$ cat config.mk
export PLATFORM = sky130hd
export DESIGN_NAME = key_matrix_debounce_rollover_unit
export DESIGN_NICKNAME = d
export VERILOG_FILES = /design/src/rtl/kmdr_pkg.sv /design/src/rtl/kmdr_ram.sv /design/src/rtl/kmdr_report.sv /design/src/rtl/key_matrix_debounce_rollover_unit.sv
export VERILOG_INCLUDE_DIRS = /design/src /design/src/rtl
export SDC_FILE = /design/constraint.sdc
export NUM_CORES = 2
export LEC_CHECK = 0
export BUFFER_PORTS_ARGS = -buffer_cell sky130_fd_sc_hd__clkbuf_2
export CAP_MARGIN = 10
export CORE_MARGIN = 3
export CORE_UTILIZATION = 34
export CTS_BUF_LIST = sky130_fd_sc_hd__clkbuf_8
export DETAILED_ROUTE_END_ITERATION = 16
export HOLD_SLACK_MARGIN = 0.15
export PLACE_DENSITY_LB_ADDON = 0.05
export REMOVE_ABC_BUFFERS = 1
export SKIP_LAST_GASP = 1
export SLEW_MARGIN = 20
export SYNTH_ARGS = -nofsm -noshare
export SYNTH_HDL_FRONTEND = slang
export SYNTH_SLANG_ARGS = --single-unit
$ cat constraint.sdc
create_clock -name clk -period 8.7 [get_ports clk]
set_input_delay 0.435 -clock clk [delete_from_list [all_inputs] [get_ports clk]]
set_output_delay 0.435 -clock clk [all_outputs]
set_load 0.05 [all_outputs]
$ cat src/rtl/assert_macros.svh
// Assertion helpers for the key matrix block.
// Both expect signals named clk and rst_n in the enclosing module.
`ifndef ASSERT_MACROS_SVH
`define ASSERT_MACROS_SVH

// Consequent checked in the same cycle as the antecedent.
`define KMDR_ASSERT_NOW(lbl, ante, cons) \
  lbl: assert property (@(posedge clk) disable iff (!rst_n) (ante) |-> (cons)) \
    else $error("key matrix check failed");

// Consequent checked in the cycle after the antecedent.
`define KMDR_ASSERT_NEXT(lbl, ante, cons) \
  lbl: assert property (@(posedge clk) disable iff (!rst_n) (ante) |=> (cons)) \
    else $error("key matrix check failed");

`endif

$ cat src/rtl/kmdr_pkg.sv
package kmdr_pkg;

  // Matrix size and derived address width
  localparam int KEY_COUNT = 64;
  localparam int KEY_AW    = (KEY_COUNT > 1) ? $clog2(KEY_COUNT) : 1;

  // Fixed field widths
  localparam int IDX_W  = 6;
  localparam int CODE_W = 16;
  localparam int SLOT_W = 8;
  localparam int CNT_W  = 8;

  // Report queue
  localparam int               QUEUE_LEN  = 6;
  localparam logic [SLOT_W-1:0] EMPTY_SLOT = 8'hFF;

  // Release counter load value and fire value
  localparam logic [CNT_W-1:0] REL_LOAD = 8'h80;
  localparam logic [CNT_W-1:0] REL_FIRE = 8'h01;

  // Layout code fields
  localparam logic [CODE_W-1:0] CODE_HI_MASK = 16'hFF00;
  localparam logic [CODE_W-1:0] CODE_MOD     = 16'h0100;
  localparam logic [CODE_W-1:0] CODE_LOCK    = 16'h0400;
  localparam logic [CODE_W-1:0] CODE_LO_MASK = 16'h00FF;

  typedef logic [QUEUE_LEN-1:0][SLOT_W-1:0] slot_vec_t;

  typedef enum logic [1:0] {
    KC_REGULAR,
    KC_MODIFIER,
    KC_LOCK
  } key_class_t;

  // One key's entry in the state memory
  typedef struct packed {
    logic              prev;
    logic              held;
    logic [CNT_W-1:0]  cnt;
    logic [CODE_W-1:0] code;
  } key_entry_t;

  localparam int ENTRY_W = $bits(key_entry_t);

  // Update request from the sequencer to the report state
  typedef struct packed {
    logic              press;
    logic              release_key;
    logic [SLOT_W-1:0] key;
    logic [CODE_W-1:0] code;
  } rpt_op_t;

  function automatic key_class_t classify(input logic [CODE_W-1:0] code);
    key_class_t kc;
    if ((code & CODE_HI_MASK) == CODE_MOD) begin
      kc = KC_MODIFIER;
    end else if ((code & CODE_LOCK) == CODE_LOCK) begin
      kc = KC_LOCK;
    end else begin
      kc = KC_REGULAR;
    end
    return kc;
  endfunction

endpackage

$ cat src/rtl/kmdr_ram.sv
module kmdr_ram #(
  parameter int WIDTH = 8,
  parameter int DEPTH = 64
) (
  input  logic                                      clk,
  input  logic                                      wr_en,
  input  logic [((DEPTH > 1) ? $clog2(DEPTH) : 1)-1:0] wr_addr,
  input  logic [WIDTH-1:0]                          wr_data,
  input  logic [((DEPTH > 1) ? $clog2(DEPTH) : 1)-1:0] rd_addr,
  output logic [WIDTH-1:0]                          rd_data
);

  logic [WIDTH-1:0] mem [DEPTH];

  // Single write port, registered read port
  always_ff @(posedge clk) begin
    if (wr_en) begin
      mem[wr_addr] <= wr_data;
    end
    rd_data <= mem[rd_addr];
  end

endmodule

$ cat src/rtl/kmdr_report.sv
module kmdr_report (
  input  logic                   clk,
  input  logic                   rst_n,
  input  kmdr_pkg::rpt_op_t      op,
  output kmdr_pkg::slot_vec_t    slots_q,
  output logic [7:0]             mask_q,
  output kmdr_pkg::slot_vec_t    slots_nxt,
  output logic [7:0]             mask_nxt
);
  import kmdr_pkg::*;

  slot_vec_t         slots_r;
  logic [7:0]        mask_r;
  key_class_t        kc;
  logic [7:0]        bits;
  logic [QUEUE_LEN-1:0] hit;
  logic [QUEUE_LEN-1:0] hit_pre;

  assign kc   = classify(op.code);
  assign bits = 8'(op.code & CODE_LO_MASK);

  // Locate the key in the queue; everything from the first hit on moves up
  always_comb begin
    for (int i = 0; i < QUEUE_LEN; i++) begin
      hit[i] = (slots_r[i] == op.key);
    end
    hit_pre[0] = hit[0];
    for (int i = 1; i < QUEUE_LEN; i++) begin
      hit_pre[i] = hit_pre[i-1] | hit[i];
    end
  end

  // Next queue and modifier mask
  always_comb begin
    slots_nxt = slots_r;
    mask_nxt  = mask_r;
    if (op.press) begin
      case (kc)
        KC_MODIFIER: mask_nxt = mask_r | bits;
        KC_REGULAR: begin
          for (int i = QUEUE_LEN - 1; i > 0; i--) begin
            slots_nxt[i] = slots_r[i-1];
          end
          slots_nxt[0] = op.key;
        end
        default: ;
      endcase
    end else if (op.release_key) begin
      case (kc)
        KC_MODIFIER: mask_nxt = mask_r & ~bits;
        KC_REGULAR: begin
          for (int i = 0; i < QUEUE_LEN - 1; i++) begin
            if (hit_pre[i]) begin
              slots_nxt[i] = slots_r[i+1];
            end
          end
          if (hit_pre[QUEUE_LEN-1]) begin
            slots_nxt[QUEUE_LEN-1] = EMPTY_SLOT;
          end
        end
        default: ;
      endcase
    end
  end

  always_ff @(posedge clk) begin
    if (!rst_n) begin
      slots_r <= {QUEUE_LEN{EMPTY_SLOT}};
      mask_r  <= '0;
    end else begin
      slots_r <= slots_nxt;
      mask_r  <= mask_nxt;
    end
  end

  assign slots_q = slots_r;
  assign mask_q  = mask_r;

endmodule

$ cat src/rtl/key_matrix_debounce_rollover_unit.sv
// Key matrix debounce with a six-key rollover report. Per-key state (last
// level, held flag, release counter, captured layout code) lives in one
// KEY_COUNT-entry RAM with registered read; the report queue and modifier
// mask live in registers. After reset the block runs a clearing pass over
// all KEY_COUNT RAM entries with in_tready low. A scan sample is a RAM
// read, then write-back and report. A timer tick walks the RAM one key per
// cycle while the result side does not stall a report. A tick's reports
// leave one behind the walk, so the final one (out_tlast high) goes out
// once the walk is done. A finished report sits in the output register while
// the next item is already accepted.
`include "assert_macros.svh"

module key_matrix_debounce_rollover_unit (
  input  logic        clk,
  input  logic        rst_n,
  input  logic        in_tvalid,
  output logic        in_tready,
  input  logic [23:0] in_tdata,   // key_index[5:0], key_level[6], key_code[22:7], zero pad
  input  logic        in_tuser,   // cmd
  output logic        out_tvalid,
  input  logic        out_tready,
  output logic [55:0] out_tdata,  // slot_a..slot_f (8b each), modifier_mask[55:48]
  output logic        out_tlast   // last_report
);
  import kmdr_pkg::*;

  localparam int CMP_W = ((KEY_AW > IDX_W) ? KEY_AW : IDX_W) + 1;
  localparam logic [KEY_AW-1:0] LAST_KEY = KEY_AW'(KEY_COUNT - 1);

  typedef enum logic [2:0] {
    ST_CLEAR,
    ST_IDLE,
    ST_SCAN,
    ST_TICK,
    ST_FLUSH
  } state_t;

  state_t              state_r, state_nxt;
  logic [KEY_AW-1:0]   walk_r, walk_nxt;
  logic [KEY_AW-1:0]   key_addr_r, key_addr_nxt;
  logic                level_r, level_nxt;
  logic [CODE_W-1:0]   code_r, code_nxt;
  logic                pend_r, pend_nxt;
  logic                out_valid_r, out_valid_nxt;
  logic [55:0]         out_data_r, out_data_nxt;
  logic                out_last_r, out_last_nxt;

  // Input fields
  logic [IDX_W-1:0]    in_key;
  logic                in_level;
  logic [CODE_W-1:0]   in_code;
  logic [KEY_AW-1:0]   in_addr;
  logic                in_range;

  // RAM port signals
  logic                wr_en;
  logic [KEY_AW-1:0]   wr_addr;
  key_entry_t          wr_entry;
  logic [KEY_AW-1:0]   rd_addr;
  logic [ENTRY_W-1:0]  rd_data;
  key_entry_t          rd_entry;

  // Report state
  rpt_op_t             op;
  slot_vec_t           slots_q, slots_nxt;
  logic [7:0]          mask_q, mask_nxt;

  // Per-cycle decode
  logic out_free;
  logic rise, fall, press;
  logic rel, stall;

  assign in_key   = in_tdata[5:0];
  assign in_level = in_tdata[6];
  assign in_code  = in_tdata[22:7];
  assign in_addr  = KEY_AW'(in_key);
  assign in_range = CMP_W'(in_key) < CMP_W'(KEY_COUNT);

  assign rd_entry = key_entry_t'(rd_data);
  assign out_free = !out_valid_r || out_tready;

  assign rise  = level_r & ~rd_entry.prev;
  assign fall  = ~level_r & rd_entry.prev;
  assign press = rise & ~rd_entry.held;
  assign rel   = (rd_entry.cnt == REL_FIRE);
  assign stall = rel && pend_r && !out_free;

  kmdr_ram #(
    .WIDTH (ENTRY_W),
    .DEPTH (KEY_COUNT)
  ) u_key_ram (
    .clk     (clk),
    .wr_en   (wr_en),
    .wr_addr (wr_addr),
    .wr_data (wr_entry),
    .rd_addr (rd_addr),
    .rd_data (rd_data)
  );

  kmdr_report u_report (
    .clk       (clk),
    .rst_n     (rst_n),
    .op        (op),
    .slots_q   (slots_q),
    .mask_q    (mask_q),
    .slots_nxt (slots_nxt),
    .mask_nxt  (mask_nxt)
  );

  // Sequencer: clear sweep, scan read-modify-write, tick walk, final report
  always_comb begin
    state_nxt     = state_r;
    walk_nxt      = walk_r;
    key_addr_nxt  = key_addr_r;
    level_nxt     = level_r;
    code_nxt      = code_r;
    pend_nxt      = pend_r;
    out_valid_nxt = out_valid_r && !out_tready;
    out_data_nxt  = out_data_r;
    out_last_nxt  = out_last_r;
    wr_en         = 1'b0;
    wr_addr       = walk_r;
    wr_entry      = rd_entry;
    rd_addr       = walk_r;
    op            = '0;

    case (state_r)
      ST_CLEAR: begin
        wr_en    = 1'b1;
        wr_entry = '0;
        if (walk_r == LAST_KEY) begin
          walk_nxt  = '0;
          state_nxt = ST_IDLE;
        end else begin
          walk_nxt = KEY_AW'(walk_r + KEY_AW'(1));
        end
      end

      ST_IDLE: begin
        rd_addr = in_tuser ? '0 : in_addr;
        if (in_tvalid) begin
          if (in_tuser) begin
            walk_nxt  = '0;
            state_nxt = ST_TICK;
          end else if (in_range) begin
            key_addr_nxt = in_addr;
            level_nxt    = in_level;
            code_nxt     = in_code;
            state_nxt    = ST_SCAN;
          end
        end
      end

      ST_SCAN: begin
        rd_addr = key_addr_r;
        wr_addr = key_addr_r;
        if (!press || out_free) begin
          wr_en         = 1'b1;
          wr_entry.prev = level_r;
          if (rise) begin
            wr_entry.cnt = '0;
          end
          if (press) begin
            wr_entry.held = 1'b1;
            wr_entry.code = code_r;
          end
          if (fall) begin
            wr_entry.cnt = REL_LOAD;
          end
          op.press = press;
          op.key   = SLOT_W'(key_addr_r);
          op.code  = code_r;
          if (press) begin
            out_valid_nxt = 1'b1;
            out_data_nxt  = {mask_nxt, slots_nxt};
            out_last_nxt  = 1'b1;
          end
          state_nxt = ST_IDLE;
        end
      end

      ST_TICK: begin
        if (!stall) begin
          wr_en = 1'b1;
          if (rel) begin
            wr_entry.held = 1'b0;
            wr_entry.cnt  = '0;
            pend_nxt      = 1'b1;
          end else begin
            wr_entry.cnt = rd_entry.cnt >> 1;
          end
          op.release_key = rel;
          op.key         = SLOT_W'(walk_r);
          op.code        = rd_entry.code;
          // Earlier release's report goes out now, known not to be the last
          if (rel && pend_r) begin
            out_valid_nxt = 1'b1;
            out_data_nxt  = {mask_q, slots_q};
            out_last_nxt  = 1'b0;
          end
          if (walk_r == LAST_KEY) begin
            state_nxt = ST_FLUSH;
          end else begin
            walk_nxt = KEY_AW'(walk_r + KEY_AW'(1));
            rd_addr  = KEY_AW'(walk_r + KEY_AW'(1));
          end
        end
      end

      ST_FLUSH: begin
        if (!pend_r) begin
          state_nxt = ST_IDLE;
        end else if (out_free) begin
          out_valid_nxt = 1'b1;
          out_data_nxt  = {mask_q, slots_q};
          out_last_nxt  = 1'b1;
          pend_nxt      = 1'b0;
          state_nxt     = ST_IDLE;
        end
      end

      default: state_nxt = ST_IDLE;
    endcase
  end

  always_ff @(posedge clk) begin
    if (!rst_n) begin
      state_r     <= ST_CLEAR;
      walk_r      <= '0;
      pend_r      <= 1'b0;
      out_valid_r <= 1'b0;
    end else begin
      state_r     <= state_nxt;
      walk_r      <= walk_nxt;
      pend_r      <= pend_nxt;
      out_valid_r <= out_valid_nxt;
    end
    key_addr_r <= key_addr_nxt;
    level_r    <= level_nxt;
    code_r     <= code_nxt;
    out_data_r <= out_data_nxt;
    out_last_r <= out_last_nxt;
  end

  assign in_tready  = (state_r == ST_IDLE);
  assign out_tvalid = out_valid_r;
  assign out_tdata  = out_data_r;
  assign out_tlast  = out_last_r;

  // A held-back tick report never survives past the walk
  `KMDR_ASSERT_NOW(a_pend_in_tick, pend_r, (state_r == ST_TICK) || (state_r == ST_FLUSH))
  // No new item while a tick report is still held back
  `KMDR_ASSERT_NOW(a_ready_no_pend, in_tready, !pend_r)
  // The clearing pass produces no reports
  `KMDR_ASSERT_NOW(a_clear_quiet, state_r == ST_CLEAR, !out_valid_r)
  // A report loaded during the walk is never marked final
  `KMDR_ASSERT_NEXT(a_tick_not_last, (state_r == ST_TICK) && out_free && rel && pend_r,
                    out_valid_r && !out_last_r)

endmodule

* Word level (Yosys, flattened, before mapping)
Memories as Yosys holds them, arrays and structs flattened. A register that Yosys moved wholly into a read port is not among the register bits.
Index checks and enable logic that the tools add are counted.
Widths: inputs -> output; s select.
** Operators by class
- Add/subtract/negate cells :: 1
- Eq/ne operators :: 26
- Muxes and demuxes :: 82
- Bitwise logic cells :: 15
- Reduce and logical (&&, ||, !) cells :: 19
** Operator list (number)
- $mux 56 :: 6
- $mux 48 :: 4
- $pmux 56 s3 :: 1
- $mux 8 :: 12
- $eq 8x8->1 :: 6
- $pmux 24 s2 :: 1
- $mux 6 :: 7
- $pmux 6 s3 :: 2
- $pmux 16 s2 :: 1
- $pmux 9 s3 :: 1
- $mux 1 :: 26
- $mux 26 :: 1
- $mux 25 :: 1
- $mux 22 :: 1
- $mux 3 :: 7
- $ne 2x2->1 const B :: 10
- $eq 8x1->1 const B :: 2
- $mux 16 :: 1
- $pmux 3 s5 :: 1
- $mux 9 :: 1
- $pmux 1 s3 :: 3
- $reduce_and 3->1 :: 3
- $and 8x8->8 :: 1
- $not 8->8 :: 1
- other kinds (24) :: 43
** Word-level totals
- Register bits :: 147
- Bits in writable memories :: 1664
- Input bits :: 29
- Output and inout bits :: 59
- Logic and storage cells :: 160
- Memories :: 1
** Memories
- u_key_ram.mem :: depth 64, width 26, rd ports 1, clocked after Yosys merged registers in 1, wr ports 1, RTL line kmdr_ram.sv:13 : logic [WIDTH-1:0] mem [DEPTH];

* Logic depth before layout (Yosys ltp)
- Depth in word-level cells :: 20
- Depth in mapped cells :: 17
- Gate-level depth less buffers :: 13

* By module
A second synthesis with hierarchy kept.
** Unflattened totals
- Cell total of the unflattened synthesis :: 3784
- Area total of the unflattened synthesis :: 73257.8 um2
** By module, submodules not included
- kmdr_ram :: instances 1, cells each 2847, area each 64166.5 um2, seq. area each 50488.4 um2
- key_matrix_debounce_rollover_unit :: instances 1, cells each 420, area each 5054.8 um2, seq. area each 2622.5 um2
- kmdr_report :: instances 1, cells each 517, area each 4036.4 um2, seq. area each 1121.1 um2

* Least setup slack after synthesis
OpenSTA, ideal clock, no wires.
- Kind :: reg-to-reg
- Start point :: register state_r[2]
- End point :: register out_data_r[0], in the netlist out_tdata[0] (enable)
- Setup time :: 0.563 ns
- Data arrival time :: 6.269 ns
- Data required time :: 8.137 ns
- Setup slack :: 1.868 ns
- Stages on the path, launching flop included :: 9
- Buffers on the path :: 4
- Period minus slack after synthesis :: 6.832 ns
- Cell sequence :: dfxtp_1 > buf_2 > or3b_1 > clkbuf_1 > nor3_1 > clkbuf_1 > clkbuf_1 > a21oi_1 > a221oi_1
** Between the ends
- Longest elaborated chain between the ends :: 3
- Elaborated cells on any way between the ends :: 11
- Those cells by class :: eq/ne (9); reduce/logical (2)
** RTL lines
- start, declared :: RTL line key_matrix_debounce_rollover_unit.sv:38 : state_t state_r, state_nxt;
- start signal, assigned :: RTL line key_matrix_debounce_rollover_unit.sv:233 : state_r <= state_nxt;
- $eq 3x2->1 / $eq 3x3->1 (equally long branches) :: RTL line key_matrix_debounce_rollover_unit.sv:127 : case (state_r)
- $ne 2x2->1 (no source line) / $reduce_bool 3->1 (equally long branches)
- $reduce_and 7->1 (no source line) (*)
- end signal, assigned :: RTL line key_matrix_debounce_rollover_unit.sv:241 : out_data_r <= out_data_nxt;
- end, declared :: RTL line key_matrix_debounce_rollover_unit.sv:45 : logic [55:0] out_data_r, out_data_nxt;
Every way passes the cells marked *; elsewhere a longest branch is shown, timed or not.
A chain may end at the register's enable or synchronous reset.

* Final worst setup path
- Start point :: register walk_r[0]
- End point :: register u_key_ram.rd_data[11] (read register of u_key_ram.mem)
** Between the ends
- Longest elaborated chain between the ends :: 4
- Elaborated cells on any way between the ends :: 5
- Those cells by class :: add/sub (1); eq/ne (1); mux (3)
** RTL lines
- start, declared :: RTL line key_matrix_debounce_rollover_unit.sv:39 : logic [KEY_AW-1:0] walk_r, walk_nxt;
- start signal, assigned :: RTL line key_matrix_debounce_rollover_unit.sv:234 : walk_r <= walk_nxt;
- $add 6x1->6 / $eq 6x6->1 (equally long branches) :: RTL line key_matrix_debounce_rollover_unit.sv:205, key_matrix_debounce_rollover_unit.sv:201
- $mux 6 (2 in series)
- $pmux 6 s3 (*) :: RTL line key_matrix_debounce_rollover_unit.sv:127
- end, declared :: RTL line kmdr_ram.sv:10 : output logic [WIDTH-1:0] rd_data
Marked as above.

==> flow_summary.html <==
<table>
<tr><th>Metric</th><th>Value</th></tr>
<tr><th colspan="2">Run status</th></tr>
<tr><td>Status</td><td>finished clean</td></tr>
<tr><th colspan="2">Logic synthesis</th></tr>
<tr><td>Total of flip-flops plus latches after synthesis</td><td>1,837</td></tr>
<tr><td>Yosys Warn Count</td><td>0</td></tr>
<tr><td>Syn Std Cell Area</td><td>73,800 µm²</td></tr>
<tr><td>Top area cells in the synthesized netlist</td><td>sky130_fd_sc_hd__edfxtp_1 (71%), sky130_fd_sc_hd__nand2_1 (8.0%), sky130_fd_sc_hd__nand3_1 (4.7%), sky130_fd_sc_hd__dfxtp_1 (2.5%), sky130_fd_sc_hd__mux2i_1 (1.9%)</td></tr>
<tr><td>Number of different library cells in the post-synthesis netlist</td><td>91</td></tr>
<tr><td>Avg Cell Area, Syn</td><td>12.8 µm²</td></tr>
<tr><td>Post-synth top area share</td><td>0.710</td></tr>
<tr><td>Ys flop type</td><td>sky130_fd_sc_hd__edfxtp_1</td></tr>
<tr><td>Yosys top cell by area</td><td>sky130_fd_sc_hd__edfxtp_1</td></tr>
<tr><td>Number of flops mapped to enable cells by yosys</td><td>1,744</td></tr>
<tr><td>Count of mapped cells out of synthesis</td><td>5,740</td></tr>
<tr><td>Async SR Flop Fraction</td><td>0</td></tr>
<tr><td>Seq/Total Area, Yosys</td><td>0.735</td></tr>
<tr><th colspan="2">Place</th></tr>
<tr><td>Half-perimeter wire length of the detailed placement result</td><td>143,000 µm</td></tr>
<tr><td>Placement Setup Slack</td><td>2.95 ns</td></tr>
<tr><td>Routability congestion estimate from global placement</td><td>0.880</td></tr>
<tr><td>Total of buffers placed on input and output ports</td><td>86</td></tr>
<tr><th colspan="2">Worst hold path</th></tr>
<tr><td>WHS Path Cells</td><td>2</td></tr>
<tr><td>Min-Delay Startpoint</td><td>in_tdata[0]</td></tr>
<tr><td>Worst Hold Path EP</td><td>key_addr_r[0]</td></tr>
<tr><td>Hold crit path type</td><td>input pin to flop</td></tr>
<tr><th colspan="2">Setup path</th></tr>
<tr><td>Startpoint class of the critical path</td><td>flop</td></tr>
<tr><td>Number of cells traversed by the worst register-to-register path</td><td>14</td></tr>
<tr><td>R2r endpoint</td><td>u_key_ram.rd_data[11]</td></tr>
<tr><td>Required @ worst endpoint</td><td>9.64 ns</td></tr>
<tr><td>Maximum fanout along the worst path</td><td>55</td></tr>
<tr><td>Setup slack of the worst register-to-register path</td><td>2.94 ns</td></tr>
<tr><td>Class of the most critical setup path</td><td>flop to flop</td></tr>
<tr><td>Endpoint arrival time on the critical path</td><td>6.70 ns</td></tr>
<tr><td>Sort of element at the end of the critical path</td><td>flop</td></tr>
<tr><td>Origin of the critical flop-to-flop path</td><td>walk_r[0]</td></tr>
<tr><th colspan="2">Drt</th></tr>
<tr><td>DRC violations left</td><td>0</td></tr>
<tr><td>Wire length reported by the detailed router</td><td>255,000 µm</td></tr>
<tr><td>Residual antenna-violating net count after detailed routing</td><td>0</td></tr>
<tr><td>Wirelength per Cell</td><td>28.2 µm</td></tr>
<tr><td>Initial detailed-routing violation count</td><td>4,723</td></tr>
<tr><td>Vias/cell</td><td>5.29</td></tr>
<tr><td>Detailed-router iteration count before antenna repair</td><td>6</td></tr>
<tr><td>Total vias in the final route</td><td>47,900</td></tr>
<tr><th colspan="2">Floorplanning</th></tr>
<tr><td>Top-Level Pins</td><td>88</td></tr>
<tr><td>Floorplan row count</td><td>170</td></tr>
<tr><td>Width of the die</td><td>472 µm</td></tr>
<tr><td>Die ar.</td><td>223,000 µm²</td></tr>
<tr><td>Height of the die</td><td>472 µm</td></tr>
<tr><td>Total core area</td><td>215,000 µm²</td></tr>
<tr><td>Initial Util</td><td>0.343</td></tr>
<tr><th colspan="2">GRT</th></tr>
<tr><td>Tot GR Track Use</td><td>0.225</td></tr>
<tr><td>Number of global-route vias before repair</td><td>45,800</td></tr>
<tr><td>Maximum number of pins on one net before global-route repair</td><td>178</td></tr>
<tr><td>Wire length of the first global-routing pass</td><td>357,000 µm</td></tr>
<tr><td>Global route total overflow</td><td>0</td></tr>
<tr><td>Number of antenna violations at the first check in global routing</td><td>8</td></tr>
<tr><th colspan="2">Timing</th></tr>
<tr><td>Final hold slack</td><td>0.257 ns</td></tr>
<tr><td>Final Hold Viols</td><td>0</td></tr>
<tr><td>Setup repair after global routing missed its margin</td><td>no</td></tr>
<tr><td>Worst-case headroom to the max-slew limit</td><td>0.248</td></tr>
<tr><td>Shortest period the worst path allows</td><td>5.76 ns</td></tr>
<tr><td>Final setup vio count</td><td>0</td></tr>
<tr><td>Worst clock skew on the final layout</td><td>0.0789 ns</td></tr>
<tr><td>Max frequency</td><td>174 MHz</td></tr>
<tr><td>Slack of the critical path</td><td>2.94 ns</td></tr>
<tr><td>Slew at the pin with the worst max-slew slack</td><td>1.12 ns</td></tr>
<tr><td>Number of pins with negative max-slew slack in the final report</td><td>0</td></tr>
<tr><td>Final period util</td><td>0.662</td></tr>
<tr><th colspan="2">Clock tree</th></tr>
<tr><td>Number of gates resized after CTS</td><td>0</td></tr>
<tr><td>Clock Pin Slew Worst Setup and Hold Paths</td><td>0.06 ns</td></tr>
<tr><td>CTS Buf Count</td><td>343</td></tr>
<tr><td>Root Buffer Master</td><td>sky130_fd_sc_hd__clkbuf_8</td></tr>
<tr><td>Hold-fix buffers at CTS</td><td>46</td></tr>
<tr><td>Clock Sinks</td><td>1,837</td></tr>
<tr><td>Maximum level of the CTS H-tree</td><td>5</td></tr>
<tr><td>Clock tree from TritonCTS</td><td>yes</td></tr>
<tr><td>CTS max path bufs</td><td>4</td></tr>
<tr><td>Post-CTS setup-driven buffer insertion count</td><td>0</td></tr>
<tr><td>Clock Latency Late Sink</td><td>1.07 ns</td></tr>
<tr><th colspan="2">Final layout</th></tr>
<tr><td>Most frequent standard cell in the layout excluding fill and tap cells</td><td>sky130_fd_sc_hd__edfxtp_1</td></tr>
<tr><td>Post-Route Utilization</td><td>0.392</td></tr>
<tr><td>Number of nets in the finished design</td><td>6,023</td></tr>
<tr><td>Proportion of layout cells with a drive suffix above 1</td><td>0.124</td></tr>
<tr><td>Synthesis-to-finish area growth</td><td>14.5%</td></tr>
<tr><td>Most frequent cells in the layout</td><td>sky130_fd_sc_hd__edfxtp_1 (1,744), sky130_fd_sc_hd__nand2_1 (1,580), sky130_fd_sc_hd__nand3_1 (689), sky130_fd_sc_hd__clkbuf_8 (358), sky130_fd_sc_hd__a21oi_1 (195)</td></tr>
<tr><td>Filler cell count in the final layout</td><td>20,600</td></tr>
<tr><th colspan="2">Power and ir drop</th></tr>
<tr><td>Worst vdd ir</td><td>185 µV</td></tr>
<tr><td>Switching fraction of total power</td><td>0.245</td></tr>
<tr><td>Share of total power in the clock network</td><td>0.405</td></tr>
<tr><td>LEAKAGE</td><td>0.0283 µW</td></tr>
<tr><td>Cell-internal power</td><td>13,700 µW</td></tr>
<tr><td>Sequential Power Share</td><td>0.531</td></tr>
<tr><td>Total power after layout</td><td>18,200 µW</td></tr>
<tr><td>Switching pwr</td><td>4470 µW</td></tr>
<tr><td>Cell area power density</td><td>216 nW/µm²</td></tr>
<tr><td>Proportion of power drawn by combinational gates</td><td>0.064</td></tr>
<tr><th colspan="2">Flow run</th></tr>
<tr><td>Count of maximum capacitance violations</td><td>0</td></tr>
</table>
[registers in the layout, indices dropped and copies added (netlist names), 3 cells and up]
signal,cells
out_tdata,56
u_key_ram.rd_data,26
u_report.mask_q,8
u_key_ram.mem,1664
u_report.slots_q,48
key_addr_r,6
code_r,16
state_r,3
walk_r,6
[stage by stage]
step | instances | area [µm²] | setup TNS [ns]
global route | 9043 | 84500 | 0
global placement | 8432 | 78000 | 0
floorplan | 5378 | 72200 | -557.70
detailed placement | 8434 | 78100 | 0
finish | 9045 | 84500 | 0
CTS | 9037 | 84300 | 0
[final cells by class]
type	count	area [µm²]	share of cell area
Multi-Input combinational cell	3513	18600	0.220
Inverter	28	105	0.00124
Tap cell	2838	3550	0.0420
Sequential cell	1837	54200	0.642
Timing Repair Buffer	269	2170	0.0257
Antenna cell	3	7.51	0.0000889
Clock buffer	358	4930	0.0583
Clock inverter	199	858	0.0102
[layer usage]
metal  up-vias  wire length, µm  track usage
met2      1475           118000        0.354
li1      21700                -            -
met4         2             6660       0.0635
met1     24400           116000        0.319
met5         -               13            0
met3       352            14400       0.0390
[Yosys cell counts, types with 5 or more instances]
master,count
sky130_fd_sc_hd__a21oi_1,197
sky130_fd_sc_hd__a311oi_1,6
sky130_fd_sc_hd__a211o_1,32
sky130_fd_sc_hd__o221ai_1,16
sky130_fd_sc_hd__o21ai_1,11
sky130_fd_sc_hd__o21a_1,10
sky130_fd_sc_hd__dfxtp_1,93
sky130_fd_sc_hd__o22a_1,8
sky130_fd_sc_hd__o31ai_1,7
sky130_fd_sc_hd__a31o_2,5
sky130_fd_sc_hd__nor3_1,37
sky130_fd_sc_hd__inv_1,28
sky130_fd_sc_hd__mux2i_1,139
sky130_fd_sc_hd__and2_1,16
sky130_fd_sc_hd__buf_1,31
sky130_fd_sc_hd__nor2_1,161
sky130_fd_sc_hd__o2111ai_1,25
sky130_fd_sc_hd__a22o_1,14
sky130_fd_sc_hd__xnor2_1,14
sky130_fd_sc_hd__nand2_1,1581
sky130_fd_sc_hd__mux2_2,8
sky130_fd_sc_hd__o211ai_1,6
sky130_fd_sc_hd__nand2b_1,23
sky130_fd_sc_hd__clkbuf_1,188
sky130_fd_sc_hd__nand3_1,691
sky130_fd_sc_hd__nand4_1,81
sky130_fd_sc_hd__nand3b_1,29
sky130_fd_sc_hd__nor2_4,5
sky130_fd_sc_hd__o22ai_1,34
sky130_fd_sc_hd__a31oi_1,115
sky130_fd_sc_hd__a32oi_1,30
sky130_fd_sc_hd__buf_2,126
sky130_fd_sc_hd__a211oi_1,11
sky130_fd_sc_hd__xor2_1,10
sky130_fd_sc_hd__buf_4,15
sky130_fd_sc_hd__a221o_1,12
sky130_fd_sc_hd__a221oi_1,5
sky130_fd_sc_hd__o21ai_0,77
sky130_fd_sc_hd__edfxtp_1,1744
sky130_fd_sc_hd__or3_1,6
[how the worst max path moves through the flow]
stage	from	endpoint	cells past startpoint
6_report	walk_r[0]	u_key_ram.rd_data[11]	14
5_1_grt	walk_r[0]	u_key_ram.rd_data[9]	14
4_1_cts	walk_r[0]	u_key_ram.rd_data[11]	14
3_5_place_dp	walk_r[0]	u_key_ram.rd_data[11]	14
3_3_place_gp	walk_r[0]	u_key_ram.rd_data[11]	14
2_1_floorplan	out_tvalid	u_key_ram.rd_data[24]	9
[power groups by stage]
| stage | Clock (µW) | Sequential [µW] | Combinational, µW |
|---|---|---|---|
| 5_1_grt | 8030 | 9670 | 1270 |
| 3_3_place_gp | 0 | 9850 | 1160 |
| 2_1_floorplan | 0 | 9810 | 1530 |
| 4_1_cts | 7620 | 9670 | 1180 |
| 3_5_place_dp | 0 | 9850 | 1160 |
| 6_report | 7380 | 9670 | 1160 |
[logic make-up after synthesis]
| logic type | count (synthesis) | synth area share |
|---|---|---|
| adder cells (fa/ha/maj) | 2 | 0.000339 |
| buffers and inverters | 390 | 0.0229 |
| XOR/XNOR | 24 | 0.00285 |
| AND/OR/NAND/NOR | 2681 | 0.159 |
| multiplexers | 147 | 0.0201 |
| AO/OA/AOI/OAI | 659 | 0.0595 |
| flip-flops | 1837 | 0.735 |
[worst max-delay path, cell delays in order (launching register included)]
cell,delay [ns]
sky130_fd_sc_hd__dfxtp_1,0.59
sky130_fd_sc_hd__ha_1,0.38
sky130_fd_sc_hd__nand3_1,0.22
sky130_fd_sc_hd__nor2_1,0.52
sky130_fd_sc_hd__inv_1,0.21
sky130_fd_sc_hd__ha_1,0.33
sky130_fd_sc_hd__o31ai_2,0.08
sky130_fd_sc_hd__a21oi_1,0.22
sky130_fd_sc_hd__or2_4,0.48
sky130_fd_sc_hd__nand3_4,0.43
sky130_fd_sc_hd__buf_4,0.72
sky130_fd_sc_hd__a21oi_1,0.08
sky130_fd_sc_hd__nor3_1,0.59
sky130_fd_sc_hd__a31oi_1,0.31
sky130_fd_sc_hd__a211o_1,0.34
Power figures use the tool's default switching activity.
